$ cat config.mk
export PLATFORM = sky130hd
export DESIGN_NAME = floppy_gap3_gap4b_calculator_top
export DESIGN_NICKNAME = d
export VERILOG_FILES = /design/src/hw/rtl/fgc_pkg.sv /design/src/hw/rtl/fgc_front.sv /design/src/hw/rtl/fgc_cell.sv /design/src/hw/rtl/floppy_gap3_gap4b_calculator_top.sv
export SDC_FILE = /design/constraint.sdc
export NUM_CORES = 1
export LEC_CHECK = 0
export ABC_AREA = 1
export BUFFER_PORTS_ARGS = -buffer_cell sky130_fd_sc_hd__buf_4
export CORE_AREA = 2 2 202 204
export DETAILED_ROUTE_END_ITERATION = 7
export DIE_AREA = 0 0 204 206
export PLACE_DENSITY = 0.8
export RECOVER_POWER = 100
export SYNTH_ARGS = -nofsm -noshare
export SYNTH_HDL_FRONTEND = slang
export SYNTH_SLANG_ARGS = --single-unit
$ cat constraint.sdc
create_clock -name clk_i -period 4.2 [get_ports clk_i]
set_input_delay 0.21 -clock clk_i [delete_from_list [all_inputs] [get_ports clk_i]]
set_output_delay 0.21 -clock clk_i [all_outputs]
set_load 0.01 [all_outputs]
$ cat src/hw/rtl/fgc_pkg.sv
`default_nettype none

package fgc_pkg;

  localparam int unsigned CapW     = 16;
  localparam int unsigned CntW     = 8;
  localparam int unsigned BytesW   = 16;
  localparam int unsigned Gap3W    = 8;
  localparam int unsigned Gap4bW   = 16;
  localparam int unsigned StatusW  = 2;
  localparam int unsigned SumW     = BytesW + 1;
  localparam int unsigned ProdW    = CntW + SumW;
  localparam int unsigned DshW     = CntW + Gap3W - 1;
  localparam int unsigned NumCells = Gap3W;
  localparam int unsigned InDataW  = CapW + CntW + BytesW;
  localparam int unsigned OutFldW  = Gap3W + Gap4bW + StatusW;
  localparam int unsigned OutDataW = ((OutFldW + 7) / 8) * 8;

  localparam int unsigned SectorCrcBytes = 2;
  localparam logic [SumW-1:0] SectorOvhMfm =
    SumW'(12 + 4 + 4 + 2 + 22 + 12 + 4 + SectorCrcBytes);
  localparam logic [SumW-1:0] SectorOvhFm =
    SumW'(6 + 1 + 4 + 2 + 11 + 6 + 1 + SectorCrcBytes);
  localparam logic [ProdW-1:0] TrackOvhMfm = ProdW'(80 + 12 + 4 + 50);
  localparam logic [ProdW-1:0] TrackOvhFm  = ProdW'(40 + 6 + 1 + 26);

  typedef enum logic [StatusW-1:0] {
    ST_FITS       = 2'd0,
    ST_NO_SECTORS = 2'd1,
    ST_NO_FIT     = 2'd2
  } fgc_status_e;

  typedef struct packed {
    logic [CapW-1:0]  rem;
    logic [DshW-1:0]  dsh;
    logic [Gap3W-1:0] quo;
    fgc_status_e      status;
  } fgc_div_t;

endpackage

`default_nettype wire

$ cat src/hw/rtl/fgc_front.sv
`default_nettype none

module fgc_front (
  input  logic                        clk_i,
  input  logic                        rst_ni,
  input  logic                        valid_i,
  output logic                        ready_o,
  input  logic [fgc_pkg::CapW-1:0]    cap_i,
  input  logic [fgc_pkg::CntW-1:0]    cnt_i,
  input  logic [fgc_pkg::BytesW-1:0]  bytes_i,
  input  logic                        mfm_i,
  output logic                        valid_o,
  input  logic                        ready_i,
  output fgc_pkg::fgc_div_t           data_o
);
  import fgc_pkg::*;

  logic             a_valid_q;
  logic [ProdW-1:0] a_prod_q, a_prod_d;
  logic [CapW-1:0]  a_cap_q;
  logic [CntW-1:0]  a_cnt_q;
  logic             a_mfm_q;
  logic             a_ready;
  logic [SumW-1:0]  sum_d;

  logic             b_valid_q;
  fgc_div_t         b_data_q, b_data_d;
  logic             b_ready;
  logic [ProdW-1:0] used;
  logic             fits;
  logic             zero;

  assign a_ready = !a_valid_q || b_ready;
  assign b_ready = !b_valid_q || ready_i;
  assign ready_o = a_ready;

  assign sum_d    = {1'b0, bytes_i} + (mfm_i ? SectorOvhMfm : SectorOvhFm);
  assign a_prod_d = {{SumW{1'b0}}, cnt_i} * {{CntW{1'b0}}, sum_d};

  always_ff @(posedge clk_i or negedge rst_ni) begin
    if (!rst_ni) begin
      a_valid_q <= 1'b0;
    end else if (a_ready) begin
      a_valid_q <= valid_i;
    end
  end

  always_ff @(posedge clk_i) begin
    if (a_ready && valid_i) begin
      a_prod_q <= a_prod_d;
      a_cap_q  <= cap_i;
      a_cnt_q  <= cnt_i;
      a_mfm_q  <= mfm_i;
    end
  end

  assign used = a_prod_q + (a_mfm_q ? TrackOvhMfm : TrackOvhFm);
  assign fits = used < {{(ProdW-CapW){1'b0}}, a_cap_q};
  assign zero = a_cnt_q == '0;

  always_comb begin
    b_data_d.dsh = {a_cnt_q, {(Gap3W-1){1'b0}}};
    b_data_d.quo = '0;
    b_data_d.rem = '0;
    if (zero) begin
      b_data_d.status = ST_NO_SECTORS;
    end else if (!fits) begin
      b_data_d.status = ST_NO_FIT;
    end else begin
      b_data_d.status = ST_FITS;
      b_data_d.rem    = a_cap_q - used[CapW-1:0];
    end
  end

  always_ff @(posedge clk_i or negedge rst_ni) begin
    if (!rst_ni) begin
      b_valid_q <= 1'b0;
    end else if (b_ready) begin
      b_valid_q <= a_valid_q;
    end
  end

  always_ff @(posedge clk_i) begin
    if (b_ready && a_valid_q) begin
      b_data_q <= b_data_d;
    end
  end

  assign valid_o = b_valid_q;
  assign data_o  = b_data_q;

endmodule

`default_nettype wire

$ cat src/hw/rtl/fgc_cell.sv
`default_nettype none

module fgc_cell (
  input  logic              clk_i,
  input  logic              rst_ni,
  input  logic              valid_i,
  output logic              ready_o,
  input  fgc_pkg::fgc_div_t data_i,
  output logic              valid_o,
  input  logic              ready_i,
  output fgc_pkg::fgc_div_t data_o
);
  import fgc_pkg::*;

  logic     valid_q;
  fgc_div_t data_q, data_d;
  logic     take;

  assign ready_o = !valid_q || ready_i;

  // One restoring step: the shifted divisor halves as it moves down the row.
  always_comb begin
    data_d     = data_i;
    take       = data_i.rem >= {1'b0, data_i.dsh};
    if (take) begin
      data_d.rem = data_i.rem - {1'b0, data_i.dsh};
    end
    data_d.quo = {data_i.quo[Gap3W-2:0], take};
    data_d.dsh = data_i.dsh >> 1;
  end

  always_ff @(posedge clk_i or negedge rst_ni) begin
    if (!rst_ni) begin
      valid_q <= 1'b0;
    end else if (ready_o) begin
      valid_q <= valid_i;
    end
  end

  always_ff @(posedge clk_i) begin
    if (ready_o && valid_i) begin
      data_q <= data_d;
    end
  end

  assign valid_o = valid_q;
  assign data_o  = data_q;

endmodule

`default_nettype wire

$ cat src/hw/rtl/floppy_gap3_gap4b_calculator_top.sv
// Channel   Direction  tdata (low bit up)                         tuser
// s_axis    in         trk_cap, sec_cnt, sec_bytes                mfm_mode
// m_axis    out        gap3_length, gap4b_length, status          none
//
// One transaction is accepted per cycle when the output side keeps up.
// The pipeline is a multiply stage, an overhead and fit stage, and a row
// of eight divider cells, each producing one bit of gap 3.
// Every stage holds its transaction under backpressure and takes a new one
// when it is empty or its neighbor advances. Reset empties all stages.
`default_nettype none

module floppy_gap3_gap4b_calculator_top (
  input  logic                           clk_i,
  input  logic                           rst_ni,
  input  logic                           s_axis_tvalid,
  output logic                           s_axis_tready,
  // trk_cap[15:0], sec_cnt[23:16], sec_bytes[39:24]
  input  logic [fgc_pkg::InDataW-1:0]    s_axis_tdata,
  // mfm_mode[0]
  input  logic                           s_axis_tuser,
  output logic                           m_axis_tvalid,
  input  logic                           m_axis_tready,
  // gap3_length[7:0], gap4b_length[23:8], status[25:24], zero fill above
  output logic [fgc_pkg::OutDataW-1:0]   m_axis_tdata
);
  import fgc_pkg::*;

  logic [NumCells:0] chain_valid;
  logic [NumCells:0] chain_ready;
  fgc_div_t          chain_data [NumCells+1];
  fgc_div_t          last;
  logic              fits;

  fgc_front u_front (
    .clk_i   (clk_i),
    .rst_ni  (rst_ni),
    .valid_i (s_axis_tvalid),
    .ready_o (s_axis_tready),
    .cap_i   (s_axis_tdata[CapW-1:0]),
    .cnt_i   (s_axis_tdata[CapW+CntW-1:CapW]),
    .bytes_i (s_axis_tdata[InDataW-1:CapW+CntW]),
    .mfm_i   (s_axis_tuser),
    .valid_o (chain_valid[0]),
    .ready_i (chain_ready[0]),
    .data_o  (chain_data[0])
  );

  for (genvar k = 0; k < NumCells; k++) begin : g_cell
    fgc_cell u_cell (
      .clk_i   (clk_i),
      .rst_ni  (rst_ni),
      .valid_i (chain_valid[k]),
      .ready_o (chain_ready[k]),
      .data_i  (chain_data[k]),
      .valid_o (chain_valid[k+1]),
      .ready_i (chain_ready[k+1]),
      .data_o  (chain_data[k+1])
    );
  end

  assign chain_ready[NumCells] = m_axis_tready;
  assign m_axis_tvalid         = chain_valid[NumCells];

  assign last = chain_data[NumCells];
  assign fits = last.status == ST_FITS;

  assign m_axis_tdata = {{(OutDataW-OutFldW){1'b0}},
                         last.status,
                         fits ? last.rem : {Gap4bW{1'b0}},
                         fits ? last.quo : {Gap3W{1'b0}}};

endmodule

`default_nettype wire

==> qor.yml, run 1 <==
pwr:
  powerDensity_mw_per_mm2: 850
  p_leak_nw: 12.1
  worst_ir_drop_vdd_mv: 0.815
place:
  gp_congestion: 0.939
  place.detailed.hpwl_mm: 39.3
  io_buffer_count: 72
  place.detailed.instances: 3065
hold_path:
  min_delay_worst_endpoint: "u_front.a_mfm_q"
  worst_hold_path_type: "primary input to flop"
  hold_path_startpoint: "s_axis_tuser"
  hold_crit_depth: 2
layout:
  multi_input_gate_area_in_the_final_layout_mm2: 0.0113
  layout.cells.most_common_list: "sky130_fd_sc_hd__inv_1, sky130_fd_sc_hd__nand2_1, sky130_fd_sc_hd__edfxtp_1"
  layout.nets: 2914
  num_antenna_cells: 0
  layout-drive-gt1-share_pct: 19.1
  flow.area_growth_from_synthesis_pct: 22.7
  seqCellArea_mm2: 0.00962
  layout.cells.non_filler: 3177
  mostFrequentLayoutCell: "sky130_fd_sc_hd__inv_1"
  num-fill-cells: 3173
critical_path:
  worst_r2r_startpoint: "u_front.a_mfm_q"
  timing.critical_path.arrival_ns: 5.28
  endpoint_kind: "flop"
  required_ns: 4.51
  timing.reg2reg.worst_path_depth: 21
  cp_max_fo: 4
  start_kind: "primary input"
  worstSetupStartpoint: "s_axis_tuser"
  critPathMaxStageDelay_ns: 0.59
  crit_type: "primary input to flop"
  critical_path.reg2reg.endpoint: "u_front.data_o[28]"
  timing.critical_path.slowest_stage_cell: "sky130_fd_sc_hd__fa_1"
  reg2reg_setup_slack_ns: 0.19
  worst_path_most_repeated_cell: "sky130_fd_sc_hd__fa_1"
routing:
  initialDrtViolationCount: 961
  post_drt_via_cell_ratio: 5.26
  antenna_violating_nets_post_route: 0
  dr_total_vias: 16700
  route.final.wire_length_mm: 50.5
  routed_wire_length_per_instance_um: 15.9
  drtPass1Iterations: 7
  drc_errors: 0
status:
  run_status: "finished, violations left"
  failing_checks: "max-capacitance violations, max-slew violations, negative setup slack"
yosys:
  ys_dominant_reg_cell: "sky130_fd_sc_hd__edfxtp_1"
  synth-simple-area-share_pct: 17.6
  share_of_flip_flops_with_an_asynchronous_set_or_reset_pct: 3.11
  synth.area.mux_share_pct: 0
  post_synth.cell_area_avg_um2: 9.36
  dominant_combinational_cell_family_by_area_after_synthesis: "adder cells"
  synth-compound-area-share_pct: 6.92
  synth.ff_latch_count: 322
  synth-xor-area-share_pct: 4.63
  ys_warn_count: 0
  netlist_top_cells_area: "sky130_fd_sc_hd__edfxtp_1, sky130_fd_sc_hd__fa_1, sky130_fd_sc_hd__ha_1, sky130_fd_sc_hd__inv_1, sky130_fd_sc_hd__nand2_1"
  synth.yosys.seq_area_share_pct: 44.2
  synth_cell_types: 54
  synthesis.area_mm2: 0.0217
  synthDominantAreaCellType: "sky130_fd_sc_hd__edfxtp_1"
  yosysTopAreaCellShare_pct: 43.1
  synth_enable_flop_cells: 312
  post_synth_fa_ha_maj_area_fraction_pct: 18.0
  netlist_instances: 2323
sta:
  setup-violations-final: 18
  fin_setup_tns_ns: -11.94
  max-slew-margin-rel_pct: -13.3
  final.setup_skew_ns: 0.0254
  max_freq_mhz: 201
  measured_slew_at_the_worst_slew_check_pin_ns: 1.70
  final.setup.worst_slack_ns: -0.774
  rsz0062_at_grt: "true"
  timing.final.crit_share_pct: 118
  timing.final.crit_period_ns: 4.97
  final_count_of_pins_violating_max_slew: 125
  finalHoldViolCount: 0
global_routing:
  number_of_global_route_vias_before_repair: 17300
  first_pass_grt_wire_length_mm: 82.1
  grt_start_max_net_pins: 49
  grt_antenna_before_repair: 0
  overflow: 0
  globalRouteTotalUtil_pct: 24.5
floorplanning:
  core_mm2: 0.0402
  die_height_um: 206
  effective_utilization_at_floorplan_pct: 54.1
  die_width_um: 204
  io-pin-count: 79
  placementRows: 74
  die_area_mm2: 0.0420
cts:
  clock_buffer_count_from_cts: 37
  buffer_cell_driving_the_clock_tree_root: "sky130_fd_sc_hd__clkbuf_16"
  cts-htree-levels: 2
  clock_tree_from_tritoncts: "built"
  clkTransAtPathRegs_ns: 0.06
  cts.sink_count: 322
  worst_skew_pair.late_latency_ns: 0.56
  cts.path.max_buffers: 3
flow_run:
  max-cap-violations: 5
## cells by family (layout without fill, tap and decap cells)
logic type | count (synthesis) | in the layout
flip-flops | 322 | 322
AO/OA/AOI/OAI | 265 | 265
adder cells (fa/ha/maj) | 252 | 252
other | 1 | 6
XOR/XNOR | 115 | 115
buffers and inverters | 484 | 801
AND/OR/NAND/NOR | 884 | 884
## state kept, by name (all words and copies together), names as in the netlist
signal	cells
u_front.valid_o	1
g_cell.u_cell.data_o	236
g_cell.u_cell.valid_o	8
u_front.a_valid_q	1
u_front.data_o	26
u_front.a_prod_q	25
u_front.a_cnt_q	8
u_front.a_mfm_q	1
u_front.a_cap_q	16
## synthesized netlist by cell type, types with 11 or more instances
| master | n |
|---|---|
| sky130_fd_sc_hd__o21ai_1 | 13 |
| sky130_fd_sc_hd__clkbuf_1 | 17 |
| sky130_fd_sc_hd__o21ai_0 | 92 |
| sky130_fd_sc_hd__edfxtp_1 | 312 |
| sky130_fd_sc_hd__nor2_4 | 13 |
| sky130_fd_sc_hd__a21oi_1 | 97 |
| sky130_fd_sc_hd__fa_1 | 101 |
| sky130_fd_sc_hd__ha_1 | 151 |
| sky130_fd_sc_hd__xor2_1 | 71 |
| sky130_fd_sc_hd__nand2_2 | 11 |
| sky130_fd_sc_hd__nor4_1 | 12 |
| sky130_fd_sc_hd__inv_1 | 447 |
| sky130_fd_sc_hd__nand3_1 | 70 |
| sky130_fd_sc_hd__nor3_1 | 27 |
| sky130_fd_sc_hd__a21o_1 | 12 |
| sky130_fd_sc_hd__nand4_1 | 23 |
| sky130_fd_sc_hd__xnor2_1 | 44 |
| sky130_fd_sc_hd__nor2_1 | 259 |
| sky130_fd_sc_hd__nand2_1 | 422 |
## worst max-delay path: cells and delay by family
kind                       cells  cell delay, ns
AOI/OAI and AO/OA              3            0.43
and+or+nand+nor                9            0.89
buffers and inverters          9            0.67
adders and majority gates      7            2.92
xor gates and xnor gates       1            0.14
## worst max path at each step
stage,depth (start not counted),slack (ns),endpoint
6_report,29,-0.77,u_front.a_prod_q[20]
5_1_grt,29,-0.93,u_front.a_prod_q[20]
4_1_cts,31,-0.66,u_front.a_prod_q[24]
3_5_place_dp,27,-1.47,u_front.a_prod_q[22]
3_3_place_gp,27,-1.42,u_front.a_prod_q[24]
2_1_floorplan,25,-0.97,u_front.a_prod_q[22]
## metal layers
metal	share of wire, %	GRT usage (%)
met3	4.4	3.58
met5	0	0
met2	53	46.4
met1	37	26.7
met4	4.7	11.7
## power breakdown
part	total [mW]	internal, mW	switching [mW]
sequential	5.85	5.22	0.626
combinational	13.5	5.83	7.72
clock	3.29	1.93	1.36
## cell type report
type | count | area share [%]
repair buffers | 280 | 7.89
clock buffers | 42 | 3.62
flip-flops and latches | 322 | 36.1
multi-input cells | 1522 | 42.4
well taps | 532 | 2.49
clock inverters | 25 | 1.05
inverters | 454 | 6.48
## timing repair
item | 4_1_cts | 5_1_grt
buffers inserted | 16 | 9
setup endpoints to repair | 19 | 24
resized for setup | 104 | 83
endpoints found under the hold margin | 32 | 0
pin swaps | 68 | 47
hold buffers | 22 | 0
## stage by stage
step	total power, mW	area [um^2]	util (%)	worst slack [ns]	hold slack (ns)
global placement	16.9	24500	61.0	-1.42	0.0578
detailed placement	17.2	24500	61.0	-1.47	0.0581
finish	22.7	26700	66.4	-0.774	0.0338
CTS	21.8	26500	66.0	-0.664	0.00278
global route	24.3	26700	66.4	-0.935	0.0281
floorplan	13.7	22200	-	-0.972	-0.0856
No activity file was read; power rests on OpenSTA's default activity.
==> inputs of run 2 (changes only) <==
--- a/config.mk
+++ b/config.mk
@@ -10,7 +10,8 @@
 export CORE_AREA = 2 2 202 204
 export DETAILED_ROUTE_END_ITERATION = 7
 export DIE_AREA = 0 0 204 206
-export PLACE_DENSITY = 0.8
+export HOLD_SLACK_MARGIN = 0.06
+export PLACE_DENSITY_LB_ADDON = 0.12
 export RECOVER_POWER = 100
 export SYNTH_ARGS = -nofsm -noshare
 export SYNTH_HDL_FRONTEND = slang
==> run 2 against run 1 <==
Power is 1.8% lower; first-iteration DRC count fell by 18%; clock power is 8.2% lower; clock-buffer cell count decreased by 1; the run still ends with max-capacitance violations, max-slew violations, negative setup slack left; global-route usage is 0.88 points higher; core utilization fell by 0.21 points; wire length rose by 2.6%; critical endpoint is now u_front.a_prod_q[21]; cell area decreased by 0.32%.
==> qor.yml, run 2 (same netlist as run 1, synthesis figures left out) <==
layout:
  utilization_pct: 66.2  # -0.21 points
  largest_reg_flops: 236  # unchanged
  layout-drive-gt1-share_pct: 18.4  # -0.65 points
  layout.cells.most_common_list: "sky130_fd_sc_hd__inv_1, sky130_fd_sc_hd__nand2_1, sky130_fd_sc_hd__edfxtp_1"
  mostFrequentLayoutCell: "sky130_fd_sc_hd__inv_1"
  num_antenna_cells: 0  # unchanged
  num-fill-cells: 3271  # +3.1%
  layout.nets: 2922  # +0.27%
  flow.area_growth_from_synthesis_pct: 22.3
sta:
  final_count_of_pins_violating_max_slew: 127  # +1.6%
  measured_slew_at_the_worst_slew_check_pin_ns: 1.97  # +0.269 ns
  timing.final.crit_share_pct: 117  # -1.4 points
  rsz0062_at_grt: "true"
  max-slew-margin-rel_pct: -31.2  # -18 points
  final.setup_skew_ns: 0.0186  # -0.00676 ns
  final.setup.worst_slack_ns: -0.716  # +0.0584 ns
  setup-violations-final: 19  # +1
  finalHoldViolCount: 0  # unchanged
  fin_setup_tns_ns: -9.68  # +2.26 ns
  timing.final.crit_period_ns: 4.92  # -0.0584 ns
  max_freq_mhz: 203  # +1.2%
place:
  io_buffer_count: 72  # unchanged
  place.detailed.hpwl_mm: 40.7  # +3.5%
  gp_congestion: 0.899  # -4.2%
floorplanning:
  effective_utilization_at_floorplan_pct: 54.1  # unchanged
  io-pin-count: 79  # unchanged
  placementRows: 74  # unchanged
  die_area_mm2: 0.0420  # unchanged
  die_height_um: 206  # unchanged
  core_mm2: 0.0402  # unchanged
  die_width_um: 204  # unchanged
cts:
  clock_buffer_count_from_cts: 36  # -2.7%
  cts-htree-levels: 2  # unchanged
  clock_tree_from_tritoncts: "built"
  cts.sink_count: 322  # unchanged
  clkTransAtPathRegs_ns: 0.06  # about the same
  cts.path.max_buffers: 3  # unchanged
  buffer_cell_driving_the_clock_tree_root: "sky130_fd_sc_hd__clkbuf_16"
  worst_skew_pair.late_latency_ns: 0.56  # about the same
pwr:
  power_mw: 22.3  # -1.8%
  p_leak_nw: 12.1  # -0.29%
  worst_ir_drop_vdd_mv: 0.847  # +3.9%
  powerDensity_mw_per_mm2: 837  # -1.5%
critical_path:
  start_kind: "primary input"
  cp_max_fo: 7  # +3
  endpoint_kind: "flop"
  timing.critical_path.arrival_ns: 5.21  # -0.07 ns
  crit_type: "primary input to flop"
  required_ns: 4.50  # about the same
routing:
  dr_wl_met3_mm: 1.48  # -34%
  drtPass1Iterations: 5  # -2
  routed_wire_length_per_instance_um: 16.3  # +2.4%
  initialDrtViolationCount: 792  # -18%
  m1WireLength_mm: 20.2  # +6.7%
  route.final.wire_length_mm: 51.8  # +2.6%
  dr_total_vias: 16400  # -2.0%
  post_drt_via_cell_ratio: 5.14  # -2.2%
  antenna_violating_nets_post_route: 0  # unchanged
  highest-signal-layer: "met4"
  drc_errors: 0  # unchanged
  routed-wl-met2_mm: 27.7  # +2.7%
flow_run:
  max-cap-violations: 5  # unchanged
hold_path:
  worst_hold_path_type: "primary input to flop"
global_routing:
  number_of_global_route_vias_before_repair: 16800  # -3.2%
  overflow: 0  # unchanged
  first_pass_grt_wire_length_mm: 83.4  # +1.5%
  grt_antenna_before_repair: 0  # unchanged
  globalRouteTotalUtil_pct: 25.4  # +0.88 points
  grt_start_max_net_pins: 51  # +4.1%
status:
  run_status: "finished, violations left"
  failing_checks: "max-capacitance violations, max-slew violations, negative setup slack"
## run 2: where the power goes
part / switching, mW / internal (mW) / leakage, nW
Combinational: 7.66 / 5.68 / 8.43
Clock: 1.31 / 1.71 / 0.537
Sequential: 0.685 / 5.23 / 3.12
Total: 9.65 / 12.6 / 12.1
## run 2: cell type report
type / instances / area, um^2 / share of cell area, %
clock buffers: 41 / 920 / 3.46
clock inverters: 23 / 193 / 0.725
inverters: 454 / 1730 / 6.50
multi-input cells: 1522 / 11300 / 42.5
flip-flops and latches: 322 / 9620 / 36.2
well taps: 532 / 666 / 2.50
repair buffers: 289 / 2180 / 8.18
## run 2: metrics by stage
stage	setup slack (ns)	cell area (um^2)	cells	hold WS, ns
after global placement	-1.37	24500	3069	0.0579
after detailed placement	-1.44	24500	3069	0.0652
after global routing	-0.925	26600	3183	0.232
after floorplan	-0.972	22200	2328	-0.0856
after CTS	-0.575	26500	3172	0.0699
final	-0.716	26600	3183	0.218
## run 2: timing repair
| item | CTS | global route |
|---|---|---|
| resized for setup | 107 | 67 |
| endpoints found under the hold margin | 36 | 0 |
| setup buffers | 12 | 13 |
| hold buffers | 28 | 0 |
| pin swaps | 70 | 61 |
| endpoints found under the setup margin | 19 | 28 |
## run 2: critical path, cell delays in order
cell and delay, ns:
sky130_fd_sc_hd__buf_12 0.11, sky130_fd_sc_hd__inv_12 0.04, sky130_fd_sc_hd__ha_4 0.13, sky130_fd_sc_hd__inv_2 0.04, sky130_fd_sc_hd__fa_2 0.33, sky130_fd_sc_hd__nand3b_1 0.18
sky130_fd_sc_hd__nand2_1 0.08, sky130_fd_sc_hd__nand2_2 0.07, sky130_fd_sc_hd__nand2_4 0.07, sky130_fd_sc_hd__nand3_4 0.09, sky130_fd_sc_hd__nor3_4 0.25, sky130_fd_sc_hd__nand2_2 0.12
sky130_fd_sc_hd__xor2_4 0.17, sky130_fd_sc_hd__buf_12 0.15, sky130_fd_sc_hd__nor2_4 0.10, sky130_fd_sc_hd__fa_1 0.44, sky130_fd_sc_hd__fa_1 0.48, sky130_fd_sc_hd__fa_1 0.50
sky130_fd_sc_hd__inv_1 0.06, sky130_fd_sc_hd__fa_1 0.49, sky130_fd_sc_hd__inv_2 0.04, sky130_fd_sc_hd__ha_4 0.24, sky130_fd_sc_hd__a21oi_2 0.16, sky130_fd_sc_hd__o21ai_1 0.11
sky130_fd_sc_hd__a211oi_2 0.26, sky130_fd_sc_hd__nand3_2 0.11, sky130_fd_sc_hd__xor2_1 0.17
## run 2: path summary, 6_finish.rpt
| path | startpoint | to | slack [ns] | cells past startpoint |
|---|---|---|---|---|
| worst max-delay path | s_axis_tuser | u_front.a_prod_q[21] | -0.72 | 27 |
| worst min-delay path | s_axis_tdata[23] | u_front.a_cnt_q[7] | 0.22 | 3 |
| worst max register to register | u_front.a_mfm_q | u_front.data_o[33] | 0.12 | 21 |
| worst min register to register | g_cell[0].u_cell.data_o[0] | g_cell[1].u_cell.data_o[0] | 0.42 | 0 |
| max in group asynchronous | rst_ni | u_front.a_valid_q | 2.43 | 4 |
| min in group asynchronous | rst_ni | g_cell[1].u_cell.valid_o | 0.84 | 3 |
## run 2: layer usage
| metal | GRT usage (%) | vias up |
|---|---|---|
| met5 | 0 | - |
| met4 | 11.0 | 0 |
| met3 | 3.56 | 126 |
| met2 | 48.3 | 285 |
| met1 | 28.1 | 7836 |
| li1 | - | 8112 |
==> inputs of run 3 (changes only) <==
--- a/config.mk
+++ b/config.mk
@@ -7,9 +7,9 @@
 export LEC_CHECK = 0
 export ABC_AREA = 1
 export BUFFER_PORTS_ARGS = -buffer_cell sky130_fd_sc_hd__buf_4
-export CORE_AREA = 2 2 202 204
+export CORE_AREA = 2 2 154 269
 export DETAILED_ROUTE_END_ITERATION = 7
-export DIE_AREA = 0 0 204 206
+export DIE_AREA = 0 0 156 271
 export HOLD_SLACK_MARGIN = 0.06
 export PLACE_DENSITY_LB_ADDON = 0.12
 export RECOVER_POWER = 100
==> run 3 against run 2 <==
The flow still finishes with violations (max-capacitance violations, max-slew violations, negative setup slack); fmax decreased by 0.27%; register-to-register slack better by 0.09 ns; clock-buffer cell count fell by 7; core utilization increased by 0.19 points; sequential share of layout area up 0.13 points; combinational power barely moved; first-iteration DRC count is 11% lower; setup slack lost 0.013 ns; clock skew grew 0.010 ns; wire length is 5.5% higher; cell area down 0.35%; critical path depth rose by 2; critical path type unchanged.
==> qor.yml, run 3 (same netlist as run 1, synthesis figures left out) <==
global_routing:
  grt_start_max_net_pins: 51  # unchanged
  first_pass_grt_wire_length_mm: 86.7  # +4.0%
  number_of_global_route_vias_before_repair: 17600  # +4.8%
  grt_antenna_before_repair: 0  # unchanged
  overflow: 0  # unchanged
  globalRouteTotalUtil_pct: 26.5  # +1.1 points
sta:
  max-slew-margin-rel_pct: -28.2  # +2.9 points
  final.setup_skew_ns: 0.0287  # +0.0100 ns
  final.setup.worst_slack_ns: -0.729  # -0.0134 ns
  measured_slew_at_the_worst_slew_check_pin_ns: 1.92  # -0.0442 ns
  final_count_of_pins_violating_max_slew: 230  # +81%
  rsz0062_at_grt: "true"
  finalHoldViolCount: 0  # unchanged
  setup-violations-final: 18  # -1
  max_freq_mhz: 203  # -0.27%
  timing.final.crit_period_ns: 4.93  # +0.0134 ns
  worst_hold_slack_across_all_endpoints_ns: 0.251  # +0.0326 ns
  fin_setup_tns_ns: -9.76  # -0.0791 ns
  timing.final.crit_share_pct: 117  # +0.32 points
critical_path:
  start_kind: "primary input"
  worst_r2r_startpoint: "u_front.a_mfm_q"
  endpoint_kind: "flop"
  reg2reg_setup_slack_ns: 0.21  # +0.09 ns
  critical_path.endpoint: "u_front.a_prod_q[24]"
  cp_max_fo: 5  # -2
  timing.critical_path.slowest_stage_cell: "sky130_fd_sc_hd__fa_1"
  required_ns: 4.54  # +0.04 ns
  critical_path.reg2reg.endpoint: "u_front.data_o[27]"
  timing.reg2reg.worst_path_depth: 21  # unchanged
  timing.critical_path.arrival_ns: 5.27  # +0.06 ns
  worstSetupStartpoint: "s_axis_tuser"
  crit_type: "primary input to flop"
  critPathMaxStageDelay_ns: 0.55  # +0.05 ns
floorplanning:
  core_mm2: 0.0399  # -0.63%
  die_area_mm2: 0.0423  # +0.60%
  io-pin-count: 79  # unchanged
  die_width_um: 156  # -24%
  die_height_um: 271  # +32%
  effective_utilization_at_floorplan_pct: 54.5  # +0.34 points
  placementRows: 97  # +31%
layout:
  design_area_mm2: 0.0265  # -0.35%
  layout.nets: 2917  # -0.17%
  flow.area_growth_from_synthesis_pct: 21.9
  num_antenna_cells: 0  # unchanged
  utilization_pct: 66.4  # +0.19 points
  mostFrequentLayoutCell: "sky130_fd_sc_hd__inv_1"
  layout.cells.most_common_list: "sky130_fd_sc_hd__inv_1, sky130_fd_sc_hd__nand2_1, sky130_fd_sc_hd__edfxtp_1"
  num-fill-cells: 3242  # -0.89%
  layout-drive-gt1-share_pct: 18.7  # +0.24 points
  largest_reg_flops: 236  # unchanged
place:
  gp_congestion: 0.972  # +8.1%
  io_buffer_count: 72  # unchanged
  place.detailed.hpwl_mm: 44.8  # +10%
  placedInstanceArea_mm2: 0.0245  # about the same
cts:
  buffer_cell_driving_the_clock_tree_root: "sky130_fd_sc_hd__clkbuf_16"
  clock_tree_from_tritoncts: "built"
  cts-htree-levels: 1  # -1
  cts.path.max_buffers: 3  # unchanged
  clock_buffer_count_from_cts: 29  # -19%
  clkTransAtPathRegs_ns: 0.07  # about the same
  cts.sink_count: 322  # unchanged
  worst_skew_pair.late_latency_ns: 0.59  # +0.03 ns
flow_run:
  max-cap-violations: 8  # +3
pwr:
  power_mw: 22.0  # -1.1%
  worst_ir_drop_vdd_mv: 0.999  # +18%
  p_leak_nw: 12.1  # about the same
  powerDensity_mw_per_mm2: 831  # -0.76%
routing:
  drc_errors: 0  # unchanged
  antenna_violating_nets_post_route: 0  # unchanged
  dr_total_vias: 16500  # +1.1%
  routed_wire_length_per_instance_um: 17.4  # +7.0%
  initialDrtViolationCount: 705  # -11%
  route.final.wire_length_mm: 54.7  # +5.5%
  post_drt_via_cell_ratio: 5.27  # +2.5%
  drtPass1Iterations: 5  # unchanged
status:
  run_status: "finished, violations left"
  failing_checks: "max-capacitance violations, max-slew violations, negative setup slack"
hold_path:
  worst_hold_path_type: "primary input to flop"
[run 3: power by group]
group	internal (mW)	leakage (nW)	switching [mW]
clock	1.62	0.511	1.26
combinational	5.59	8.47	7.67
sequential	5.22	3.12	0.661
[run 3: metal layers]
metal | routed length (um) | global-route usage [%]
met4 | 3820 | 15.9
met3 | 1310 | 2.43
met5 | 0 | 0
met1 | 17200 | 22.9
met2 | 32400 | 55.5
[run 3: per-stage QoR]
stage	setup slack, ns	instances
finish	-0.729	3138
global route	-0.913	3138
CTS	-0.647	3133
detailed placement	-1.51	3038
global placement	-1.51	3038
floorplan	-0.972	2328
[run 3: worst min path at each step]
stage                                 from  slack [ns]                        to  cells past startpoint
after global routing      s_axis_tdata[24]        0.27       u_front.a_prod_q[0]                      5
after floorplan                     rst_ni       -0.09  g_cell[0].u_cell.valid_o                      0
after CTS                 s_axis_tdata[23]        0.06        u_front.a_cnt_q[7]                      3
after global placement              rst_ni        0.05  g_cell[5].u_cell.valid_o                      1
after detailed placement            rst_ni        0.05  g_cell[3].u_cell.valid_o                      1
final                     s_axis_tdata[23]        0.25        u_front.a_cnt_q[7]                      3
[run 3: cell type report]
type,instances,area (um^2),area share (%)
clock buffers,34,785,2.96
well taps,495,619,2.34
inverters,454,1720,6.51
multi-input cells,1522,11300,42.5
flip-flops and latches,322,9620,36.3
repair buffers,291,2240,8.44
clock inverters,20,258,0.973
[run 3: what timing repair did]
item,CTS,global route
cloned,0,0
pin swaps,76,45
setup endpoints to repair,18,19
endpoints found under the hold margin,36,0
buffers inserted,16,5
hold buffers,27,0
gates resized for setup,98,70
[run 3: worst max-delay path, delay by kind of cell]
family                     cells  cell delay, ns
AOI/OAI and AO/OA              4            0.72
buffers and inverters          8            0.65
xor gates and xnor gates       1            0.17
and+or+nand+nor                9            0.86
adders and majority gates      7            2.64
